$ cat src/rtl/rthb_pkg.sv
`timescale 1ns / 1ps

package rthb_pkg;

    localparam int QUO_W = 8;                     // quotient bits, one per divide cell

    localparam logic [7:0] HUE_STEP       = 8'd43;
    localparam logic [7:0] HUE_BASE_RED   = 8'd0;
    localparam logic [7:0] HUE_BASE_GREEN = 8'd85;
    localparam logic [7:0] HUE_BASE_BLUE  = 8'd171;
    localparam logic [7:0] FULL_SCALE     = 8'd255;

    // Word handed from cell to cell: two restoring dividers side by side
    // plus the sideband that the output stage needs.
    typedef struct packed {
        logic [7:0] sat_rem;
        logic [7:0] sat_num;
        logic [7:0] sat_quo;
        logic [7:0] hi;
        logic [7:0] hue_rem;
        logic [7:0] hue_num;
        logic [7:0] hue_quo;
        logic [7:0] spread;
        logic [7:0] base;
        logic       neg;
        logic       grey;
        logic       black;
    } cell_word_t;

endpackage

$ cat src/rtl/rthb_prep.sv
`timescale 1ns / 1ps

module rthb_prep
(
    input  logic                clk,
    input  logic                rst_n,
    input  logic                up_valid,
    output logic                up_ready,
    input  logic [7:0]          red,
    input  logic [7:0]          green,
    input  logic [7:0]          blue,
    output logic                down_valid,
    input  logic                down_ready,
    output rthb_pkg::cell_word_t down_word
);

    logic                 valid_reg;
    rthb_pkg::cell_word_t word_reg;
    rthb_pkg::cell_word_t word_next;

    logic [7:0]  hi;
    logic [7:0]  lo;
    logic [7:0]  spread;
    logic [7:0]  minu;
    logic [7:0]  subt;
    logic [7:0]  base;
    logic [8:0]  diff;
    logic [8:0]  diff_neg;
    logic [7:0]  adiff;
    logic [15:0] sat_num;
    logic [15:0] hue_num;

    always_comb
    begin
        // red wins ties, then green
        if (red >= green && red >= blue)
        begin
            hi   = red;
            base = rthb_pkg::HUE_BASE_RED;
            minu = green;
            subt = blue;
        end
        else if (green >= blue)
        begin
            hi   = green;
            base = rthb_pkg::HUE_BASE_GREEN;
            minu = blue;
            subt = red;
        end
        else
        begin
            hi   = blue;
            base = rthb_pkg::HUE_BASE_BLUE;
            minu = red;
            subt = green;
        end

        lo = red;
        if (green < lo)
        begin
            lo = green;
        end
        if (blue < lo)
        begin
            lo = blue;
        end

        spread   = hi - lo;
        diff     = {1'b0, minu} - {1'b0, subt};
        diff_neg = 9'd0 - diff;
        adiff    = diff[8] ? diff_neg[7:0] : diff[7:0];
        sat_num  = {spread, 8'd0} - {8'd0, spread};
        hue_num  = 16'(adiff) * 16'(rthb_pkg::HUE_STEP);

        word_next.sat_rem = sat_num[15:8];
        word_next.sat_num = sat_num[7:0];
        word_next.sat_quo = '0;
        word_next.hi      = hi;
        word_next.hue_rem = hue_num[15:8];
        word_next.hue_num = hue_num[7:0];
        word_next.hue_quo = '0;
        word_next.spread  = spread;
        word_next.base    = base;
        word_next.neg     = diff[8];
        word_next.grey    = (spread == 8'd0);
        word_next.black   = (hi == 8'd0);
    end

    assign up_ready = !valid_reg || down_ready;

    always_ff @(posedge clk or negedge rst_n)
    begin
        if (!rst_n)
        begin
            valid_reg <= 1'b0;
        end
        else if (up_ready)
        begin
            valid_reg <= up_valid;
        end
    end

    always_ff @(posedge clk)
    begin
        if (up_ready && up_valid)
        begin
            word_reg <= word_next;
        end
    end

    assign down_valid = valid_reg;
    assign down_word  = word_reg;

endmodule

$ cat src/rtl/rthb_div_cell.sv
`timescale 1ns / 1ps

module rthb_div_cell
(
    input  logic                 clk,
    input  logic                 rst_n,
    input  logic                 up_valid,
    output logic                 up_ready,
    input  rthb_pkg::cell_word_t up_word,
    output logic                 down_valid,
    input  logic                 down_ready,
    output rthb_pkg::cell_word_t down_word
);

    logic                 valid_reg;
    rthb_pkg::cell_word_t word_reg;
    rthb_pkg::cell_word_t word_next;

    logic [8:0] sat_try;
    logic [8:0] hue_try;
    logic       sat_bit;
    logic       hue_bit;

    // One restoring step for each divider: shift in the next numerator bit,
    // subtract the divisor when it fits.
    always_comb
    begin
        word_next = up_word;

        sat_try = {up_word.sat_rem, up_word.sat_num[7]};
        sat_bit = (sat_try >= {1'b0, up_word.hi});
        if (sat_bit)
        begin
            sat_try = sat_try - {1'b0, up_word.hi};
        end
        word_next.sat_rem = sat_try[7:0];
        word_next.sat_num = {up_word.sat_num[6:0], 1'b0};
        word_next.sat_quo = {up_word.sat_quo[6:0], sat_bit};

        hue_try = {up_word.hue_rem, up_word.hue_num[7]};
        hue_bit = (hue_try >= {1'b0, up_word.spread});
        if (hue_bit)
        begin
            hue_try = hue_try - {1'b0, up_word.spread};
        end
        word_next.hue_rem = hue_try[7:0];
        word_next.hue_num = {up_word.hue_num[6:0], 1'b0};
        word_next.hue_quo = {up_word.hue_quo[6:0], hue_bit};
    end

    assign up_ready = !valid_reg || down_ready;

    always_ff @(posedge clk or negedge rst_n)
    begin
        if (!rst_n)
        begin
            valid_reg <= 1'b0;
        end
        else if (up_ready)
        begin
            valid_reg <= up_valid;
        end
    end

    always_ff @(posedge clk)
    begin
        if (up_ready && up_valid)
        begin
            word_reg <= word_next;
        end
    end

    assign down_valid = valid_reg;
    assign down_word  = word_reg;

endmodule

$ cat src/rtl/rthb_post.sv
`timescale 1ns / 1ps

module rthb_post
(
    input  logic                 clk,
    input  logic                 rst_n,
    input  logic                 up_valid,
    output logic                 up_ready,
    input  rthb_pkg::cell_word_t up_word,
    output logic                 hsv_valid,
    input  logic                 hsv_stall,
    output logic [7:0]           hue,
    output logic [7:0]           saturation,
    output logic [7:0]           brightness
);

    logic       valid_reg;
    logic [7:0] hue_reg;
    logic [7:0] sat_reg;
    logic [7:0] bri_reg;
    logic [7:0] hue_next;
    logic [7:0] sat_next;
    logic [7:0] bri_next;
    logic [7:0] hue_off;

    always_comb
    begin
        // quotient is a magnitude; negate it to truncate toward zero
        hue_off  = up_word.neg ? (8'd0 - up_word.hue_quo) : up_word.hue_quo;
        hue_next = up_word.base + hue_off;
        sat_next = up_word.sat_quo;
        bri_next = up_word.hi;
        if (up_word.black)
        begin
            hue_next = '0;
            sat_next = '0;
            bri_next = '0;
        end
        else if (up_word.grey)
        begin
            hue_next = '0;
            sat_next = '0;
        end
    end

    assign up_ready = !valid_reg || !hsv_stall;

    always_ff @(posedge clk or negedge rst_n)
    begin
        if (!rst_n)
        begin
            valid_reg <= 1'b0;
        end
        else if (up_ready)
        begin
            valid_reg <= up_valid;
        end
    end

    always_ff @(posedge clk)
    begin
        if (up_ready && up_valid)
        begin
            hue_reg <= hue_next;
            sat_reg <= sat_next;
            bri_reg <= bri_next;
        end
    end

    assign hsv_valid  = valid_reg;
    assign hue        = hue_reg;
    assign saturation = sat_reg;
    assign brightness = bri_reg;

endmodule

$ cat src/rtl/rgb_to_hsv_byte_unit.sv
`timescale 1ns / 1ps
// Path from an accepted pixel word to its HSV word: one setup
// stage, eight divide cells (one quotient bit each), one output register.
// Throughput: one word per cycle unless hsv_stall holds; each stage moves on
// whenever its successor frees, so bubbles close up while the output is stalled.
// Reset: rst_n clears all stage valid bits asynchronously; payload is not reset.

module rgb_to_hsv_byte_unit
(
    input  logic       clk,
    input  logic       rst_n,
    input  logic       pixel_valid,
    output logic       pixel_stall,
    input  logic [7:0] red,
    input  logic [7:0] green,
    input  logic [7:0] blue,
    output logic       hsv_valid,
    input  logic       hsv_stall,
    output logic [7:0] hue,
    output logic [7:0] saturation,
    output logic [7:0] brightness
);

    localparam int N = rthb_pkg::QUO_W;

    logic                 link_valid [N+1];
    logic                 link_ready [N+1];
    rthb_pkg::cell_word_t link_word  [N+1];
    logic                 pixel_ready;

    assign pixel_stall = !pixel_ready;

    rthb_prep u_prep
    (
        .clk        (clk),
        .rst_n      (rst_n),
        .up_valid   (pixel_valid),
        .up_ready   (pixel_ready),
        .red        (red),
        .green      (green),
        .blue       (blue),
        .down_valid (link_valid[0]),
        .down_ready (link_ready[0]),
        .down_word  (link_word[0])
    );

    for (genvar i = 0; i < N; i++)
    begin : g_cell
        rthb_div_cell u_cell
        (
            .clk        (clk),
            .rst_n      (rst_n),
            .up_valid   (link_valid[i]),
            .up_ready   (link_ready[i]),
            .up_word    (link_word[i]),
            .down_valid (link_valid[i+1]),
            .down_ready (link_ready[i+1]),
            .down_word  (link_word[i+1])
        );
    end

    rthb_post u_post
    (
        .clk        (clk),
        .rst_n      (rst_n),
        .up_valid   (link_valid[N]),
        .up_ready   (link_ready[N]),
        .up_word    (link_word[N]),
        .hsv_valid  (hsv_valid),
        .hsv_stall  (hsv_stall),
        .hue        (hue),
        .saturation (saturation),
        .brightness (brightness)
    );

endmodule

$ cat config.mk
export PLATFORM = sky130hd
export DESIGN_NAME = rgb_to_hsv_byte_unit
export DESIGN_NICKNAME = d
export VERILOG_FILES = /design/src/rtl/rthb_pkg.sv /design/src/rtl/rthb_prep.sv /design/src/rtl/rthb_div_cell.sv /design/src/rtl/rthb_post.sv /design/src/rtl/rgb_to_hsv_byte_unit.sv
export SDC_FILE = /design/constraint.sdc
export NUM_CORES = 1
export LEC_CHECK = 0
export BUFFER_PORTS_ARGS = -buffer_cell sky130_fd_sc_hd__clkbuf_2
export CORE_MARGIN = 5
export CORE_UTILIZATION = 30
export CTS_CLUSTER_SIZE = 30
export DETAILED_ROUTE_END_ITERATION = 8
export PLACE_DENSITY = 0.47
export SETUP_SLACK_MARGIN = 0.02
export SYNTH_ARGS = -nofsm -noshare
export SYNTH_HDL_FRONTEND = slang
export SYNTH_HIERARCHICAL = 1
export SYNTH_SLANG_ARGS = --single-unit
$ cat constraint.sdc
create_clock -name clk -period 4.62 [get_ports clk]
set_clock_uncertainty 0.05 [all_clocks]
set_input_delay 0.231 -clock clk [delete_from_list [all_inputs] [get_ports clk]]
set_output_delay 0.231 -clock clk [all_outputs]
set_load 0.01 [all_outputs]
Yosys cells after proc, flatten, opt, wreduce, memory -nomap -nowiden
Cells that the tools add are included.
{"block": "word_totals", "regBits": 539, "inputBits": 28, "output_inout_bits": 26, "elab_cells": 218}
{"block": "op_classes", "order_cmp": 21, "n_mul": 1, "n_mux": 25, "addsub": 20, "n_reduce_logical": 36}
{"cell": "$mux W8", "count": 24}
{"cell": "$ge A9 B8 Y1", "count": 15}
{"cell": "$sub A8 B8 Y8", "count": 14}
{"cell": "$ge A8 B8 Y1", "count": 3}
{"cell": "$logic_not A8 Y1", "count": 2}
{"cell": "$lt A8 B8 Y1", "count": 2}
{"cell": "$sub A1 B8 Y8 const A", "count": 2}
{"cell": "$sub A16 B8 Y16", "count": 1}
{"cell": "$mul A8 B6 Y14 const B", "count": 1}
{"cell": "$logic_not A1 Y1", "count": 12}
{"cell": "$logic_and A1 B1 Y1", "count": 11}
{"cell": "$logic_or A1 B1 Y1", "count": 10}
{"cell": "$sub A8 B8 Y9", "count": 1}
{"cell": "$add A8 B8 Y8", "count": 1}
{"cell": "$ge A7 B8 Y1", "count": 1}
{"cell": "$sub A7 B8 Y8", "count": 1}
{"cell": "$mux W7", "count": 1}
{"cell": "$reduce_or A2 Y1", "count": 1}

Depth between registers and ports, before layout
{"block": "depth", "ltp_word": 12, "depth_mapped": 36, "ltp_nobuf": 33}

By module
Netlist, hierarchy kept.
{"mod": "rthb_div_cell at g_cell[2].u_cell ...", "cells_each": 214, "instances": 4, "seq_area_each_um2": 2217.1, "area_each_um2": 3260.6}
{"mod": "rthb_div_cell at g_cell[0].u_cell ...", "cells_each": 209, "instances": 4, "seq_area_each_um2": 2217.1, "area_each_um2": 3225.6}
{"mod": "rthb_prep", "cells_each": 541, "instances": 1, "seq_area_each_um2": 1556.5, "area_each_um2": 5087.4}
{"mod": "rthb_post", "cells_each": 116, "instances": 1, "seq_area_each_um2": 745.7, "area_each_um2": 1386.3}
{"mod": "rgb_to_hsv_byte_unit", "cells_each": 1, "instances": 1, "seq_area_each_um2": 0.0, "area_each_um2": 3.8}

Least setup slack after synthesis
Ideal clock, no wire load.
{"block": "synth_path", "path_kind": "input-to-reg", "from": "input red[2]", "to": "register u_prep.word_reg, in the netlist u_prep/down_word[39] (data pin)", "t_required_ps": 4433, "path_stages": 35, "path_buffers": 3, "setup_time_ps": 137, "slack_ps": -2917, "arrival_ps": 7349, "path_cell_list": "inv_1 ha_1 a21o_2 a211oi_1 o211ai_2 a221oi_4 clkbuf_1 clkbuf_1 nor2_1 a21oi_1 ha_1 inv_1 fa_1 a21o_1 a21oi_1 o21bai_1 a21oi_1 o21a_1 clkbuf_1 o21ai_0 xnor2_1 ha_1 ha_1 inv_1 fa_1 inv_1 ha_1 a21o_1 a21oi_1 o21bai_1 a21oi_1 o21bai_1 a21oi_1 or4b_2 nand4_1"}
{"block": "synth_between", "elab_cells_between_ends": 11, "cone_classes": "add/sub: 2; mul: 1; order compare: 2; mux: 5; reduce/logical: 1"}
{"item": "from (decl)", "line": "rgb_to_hsv_byte_unit.sv:14", "rtl": "input logic [7:0] red,"}
{"item": "$ge A8 B8 Y1", "line": "rthb_prep.sv:36", "rtl": "if (red >= green && red >= blue)"}
{"item": "$logic_and A1 B1 Y1", "line": "rthb_prep.sv:36"}
{"item": "$mux W8", "line": "rthb_prep.sv:36"}
{"item": "$sub A8 B8 Y9 (*)", "line": "rthb_prep.sv:69", "rtl": "diff = {1'b0, minu} - {1'b0, subt};"}
{"item": "named net u_prep.diff[8]", "line": "rthb_prep.sv:27", "rtl": "logic [8:0] diff;"}
{"item": "$mux W8 (*)", "line": "rthb_prep.sv:71", "rtl": "adiff = diff[8] ? diff_neg[7:0] : diff[7:0];"}
{"item": "$mul A8 B6 Y14 (*)", "line": "rthb_prep.sv:73", "rtl": "hue_num = 16'(adiff) * 16'(rthb_pkg::HUE_STEP);"}
{"item": "named net u_prep.hue_num[12]", "line": "rthb_prep.sv:31", "rtl": "logic [15:0] hue_num;"}
{"item": "to (signal assigned)", "line": "rthb_prep.sv:107", "rtl": "word_reg <= word_next;"}
{"item": "to (decl)", "line": "rthb_prep.sv:18", "rtl": "rthb_pkg::cell_word_t word_reg;"}
The timed path passes the listed nets; every way through them passes the cells marked *.
A chain may end at the register's enable or synchronous reset.

Final worst setup path
{"block": "layout_path", "from": "input red[2]", "to": "register u_prep.word_reg, in the netlist u_prep/down_word[39] (data pin)"}
{"block": "layout_between", "elab_chain_len": 7, "elab_cells_between_ends": 11, "cone_classes": "add/sub: 2; mul: 1; order compare: 2; mux: 5; reduce/logical: 1"}
{"item": "$ge A8 B8 Y1", "line": "rthb_prep.sv:36"}
{"item": "$logic_and A1 B1 Y1", "line": "rthb_prep.sv:36"}
{"item": "$mux W8", "line": "rthb_prep.sv:36"}
{"item": "$sub A8 B8 Y9 (*)", "line": "rthb_prep.sv:69"}
{"item": "$sub A1 B8 Y8", "line": "rthb_prep.sv:70", "rtl": "diff_neg = 9'd0 - diff;"}
{"item": "$mux W8 (*)", "line": "rthb_prep.sv:71"}
{"item": "$mul A8 B6 Y14 (*)", "line": "rthb_prep.sv:73"}
{"item": "named net u_prep.hue_num[12]", "line": "rthb_prep.sv:31"}
Marks and branches as above.

==> summary.md <==
| Metric | Value |
|---|---|
| Status | finished with violations |
| Failing checks | setup timing |
| RR Endpoint | g_cell[0].u_cell/down_word[15] |
| Setup CP Type | in2reg |
| Maximum operating frequency | 169 MHz |
| Antenna-violating nets left | 0 |
| WP data required | ~5.0 ns |
| Final Wtd Congestion | roughly 0.82 |
| Critical Path Most Common Cell | a21oi_2 |
| Die H | 313 um |
| CTS Buf Count | 55 |
| Critical Path Slowest Stage Cell | fa_1 |
| Startpoint types | input pin |
| Buffers on Ports | 53 |
| Worst Setup EP | u_prep/down_word[39] |
| Area growth syn-to-layout | 22.6% |
| Starting Density | 0.301 |
| Detailed-route wire length per cell | 14.2 um |
| Clock transition at the registers of the reported paths | approximately 0.070 ns |
| # clock sinks | about 530 |
| Dpl ws | -2.06 ns |
| R2R setup slack | 1.79 ns |
| Initial antenna violation count | 0 |
| DR iter-0 viols | 580 |
| Routed vias/inst | approximately 4.5 |
| Max-cap violations | 0 |
| Mapped Area | 0.0275 mm2 |
| Worst r2r path cells | 11 |
| Crit-path max FO | 7 |
| Max stage delay on crit path | between 0.4 and 0.5 ns |
| CP Capture Type | flip-flop |
| Layout cell share with drive strength beyond 1 | 0.253 |
| Core area | 0.0914 mm2 |
| Vias | around 16000 |
| Num ports | 54 |
| Skew-Pair Late Insertion Delay | ~0.59 ns |
| Fin crit period | between 5 and 6 ns |
| Syn avg cell area | between 10 and 15 um2 |
| Final nets | roughly 2700 |
| Syn Inst Count | approximately 2100 |
| Width of the die | approximately 310 um |
| Yosys warns | 6 |
| Drt pass-1 iters | 5 |
| Detailed Route WL | between 50000 and 60000 um |
| Post-DP HPWL | ~39000 um |
| Slew HR | 0.242 |
| H-tree depth | 2 |
| HP Class | in2reg |
| Max-slew violations | 0 |
| Final hold slack | about 0.24 ns |
| N_diodes | 0 |
| Final core utilization | 0.369 |
| Die Footprint | 0.0979 mm2 |
| Setup violators final | 16 |
| Reg2Reg Launch Point | u_post/hsv_valid |
| Clk buf depth | 3 |
| Number of flip-flops in the largest register | about 450 |
| Final hold violation count | 0 |
| First-pass GRT wire length | roughly 87000 um |
| Total GRT Usage | 0.105 |
| Worst Slack Setup Final | -1.30 ns |
| Critical Path Start | red[2] |
| Number of global-route vias before repair | ~17000 |
| Global route total overflow | 0 |
| Pin count of the biggest net entering global routing | 60 |
| Post-route DRC | 0 |
| Clock root buffer | clkbuf_16 |
| Crit path DAT | 6.32 ns |
| Worst-Margin Slew | about 1.1 ns |
| Rows | 111 |
| CTS tree | done |
| Fin crit share | 1.28 |
| RSZ-0062 raised after global routing | yes |
==> worst min path at each step <==
stage,endpoint,cells past startpoint,start
after floorplan,g_cell[0].u_cell/down_valid,0,rst_n
after global placement,g_cell[2].u_cell/down_valid,1,rst_n
after detailed placement,g_cell[3].u_cell/down_valid,1,rst_n
after CTS,u_prep/down_word[43],5,red[0]
after global routing,u_prep/down_word[43],5,red[0]
final,u_prep/down_word[43],5,red[0]
==> critical path: cells and delay by family <==
family | cells | cell delay [ns]
AOI/OAI and AO/OA | 11 | 2.19
adders and majority gates | 7 | 2.30
and+or+nand+nor | 4 | 1.00
buffers and inverters | 6 | 0.42
xor gates and xnor gates | 2 | 0.18
==> cell usage in the layout, fill, tap and decap left out, drive strengths merged, types with 13 or more instances in the layout <==
master / n
a211oi: 23
a21o: 43
a21oi: 117
and2: 26
and3: 13
buf: 209
clkbuf: 111
clkinv: 21
edfxtp: 523
fa: 26
ha: 219
inv: 257
mux2: 76
mux2i: 56
nand2: 60
nand2b: 51
nand3: 39
nor2: 122
nor2b: 26
nor3: 49
nor4: 14
o21a: 28
o21ai: 66
xnor2: 66
xor2: 14
==> layout make-up <==
cell class,instances,area (um2)
well taps,1186,1480
repair buffers,263,2020
flip-flops and latches,533,16000
fillers,8715,57700
clock buffers,61,1440
clock inverters,39,494
inverters,254,961
multi-input cells,1283,11400
==> what timing repair did <==
action | in CTS | in global routing
endpoints found under the setup margin | 23 | 34
endpoints found under the hold margin | 13 | 0
pin swaps | 70 | 55
hold buffers | 4 | 0
setup buffers | 53 | 14
gates resized for setup | 113 | 72
==> through the flow <==
step | TNS, ns | area [um2] | cells
after floorplan | -19.09 | 27800 | 2100
after global placement | -28.88 | 30600 | 3472
after detailed placement | -30.11 | 30600 | 3472
after CTS | -26.58 | 33500 | 3626
after global routing | -14.14 | 33700 | 3619
final | -9.89 | 33700 | 3619
==> layer usage <==
layer  track usage  vias up  share of wire
met5             0        -              0
met4        0.0350        0          0.029
met3        0.0180       88          0.030
met2         0.192      214           0.50
met1         0.127     7699           0.44
li1              -     8303              -
Power is left out: the tool's default activity adds up to more than one toggle a clock period on the data nets, which glitch-free logic cannot reach.
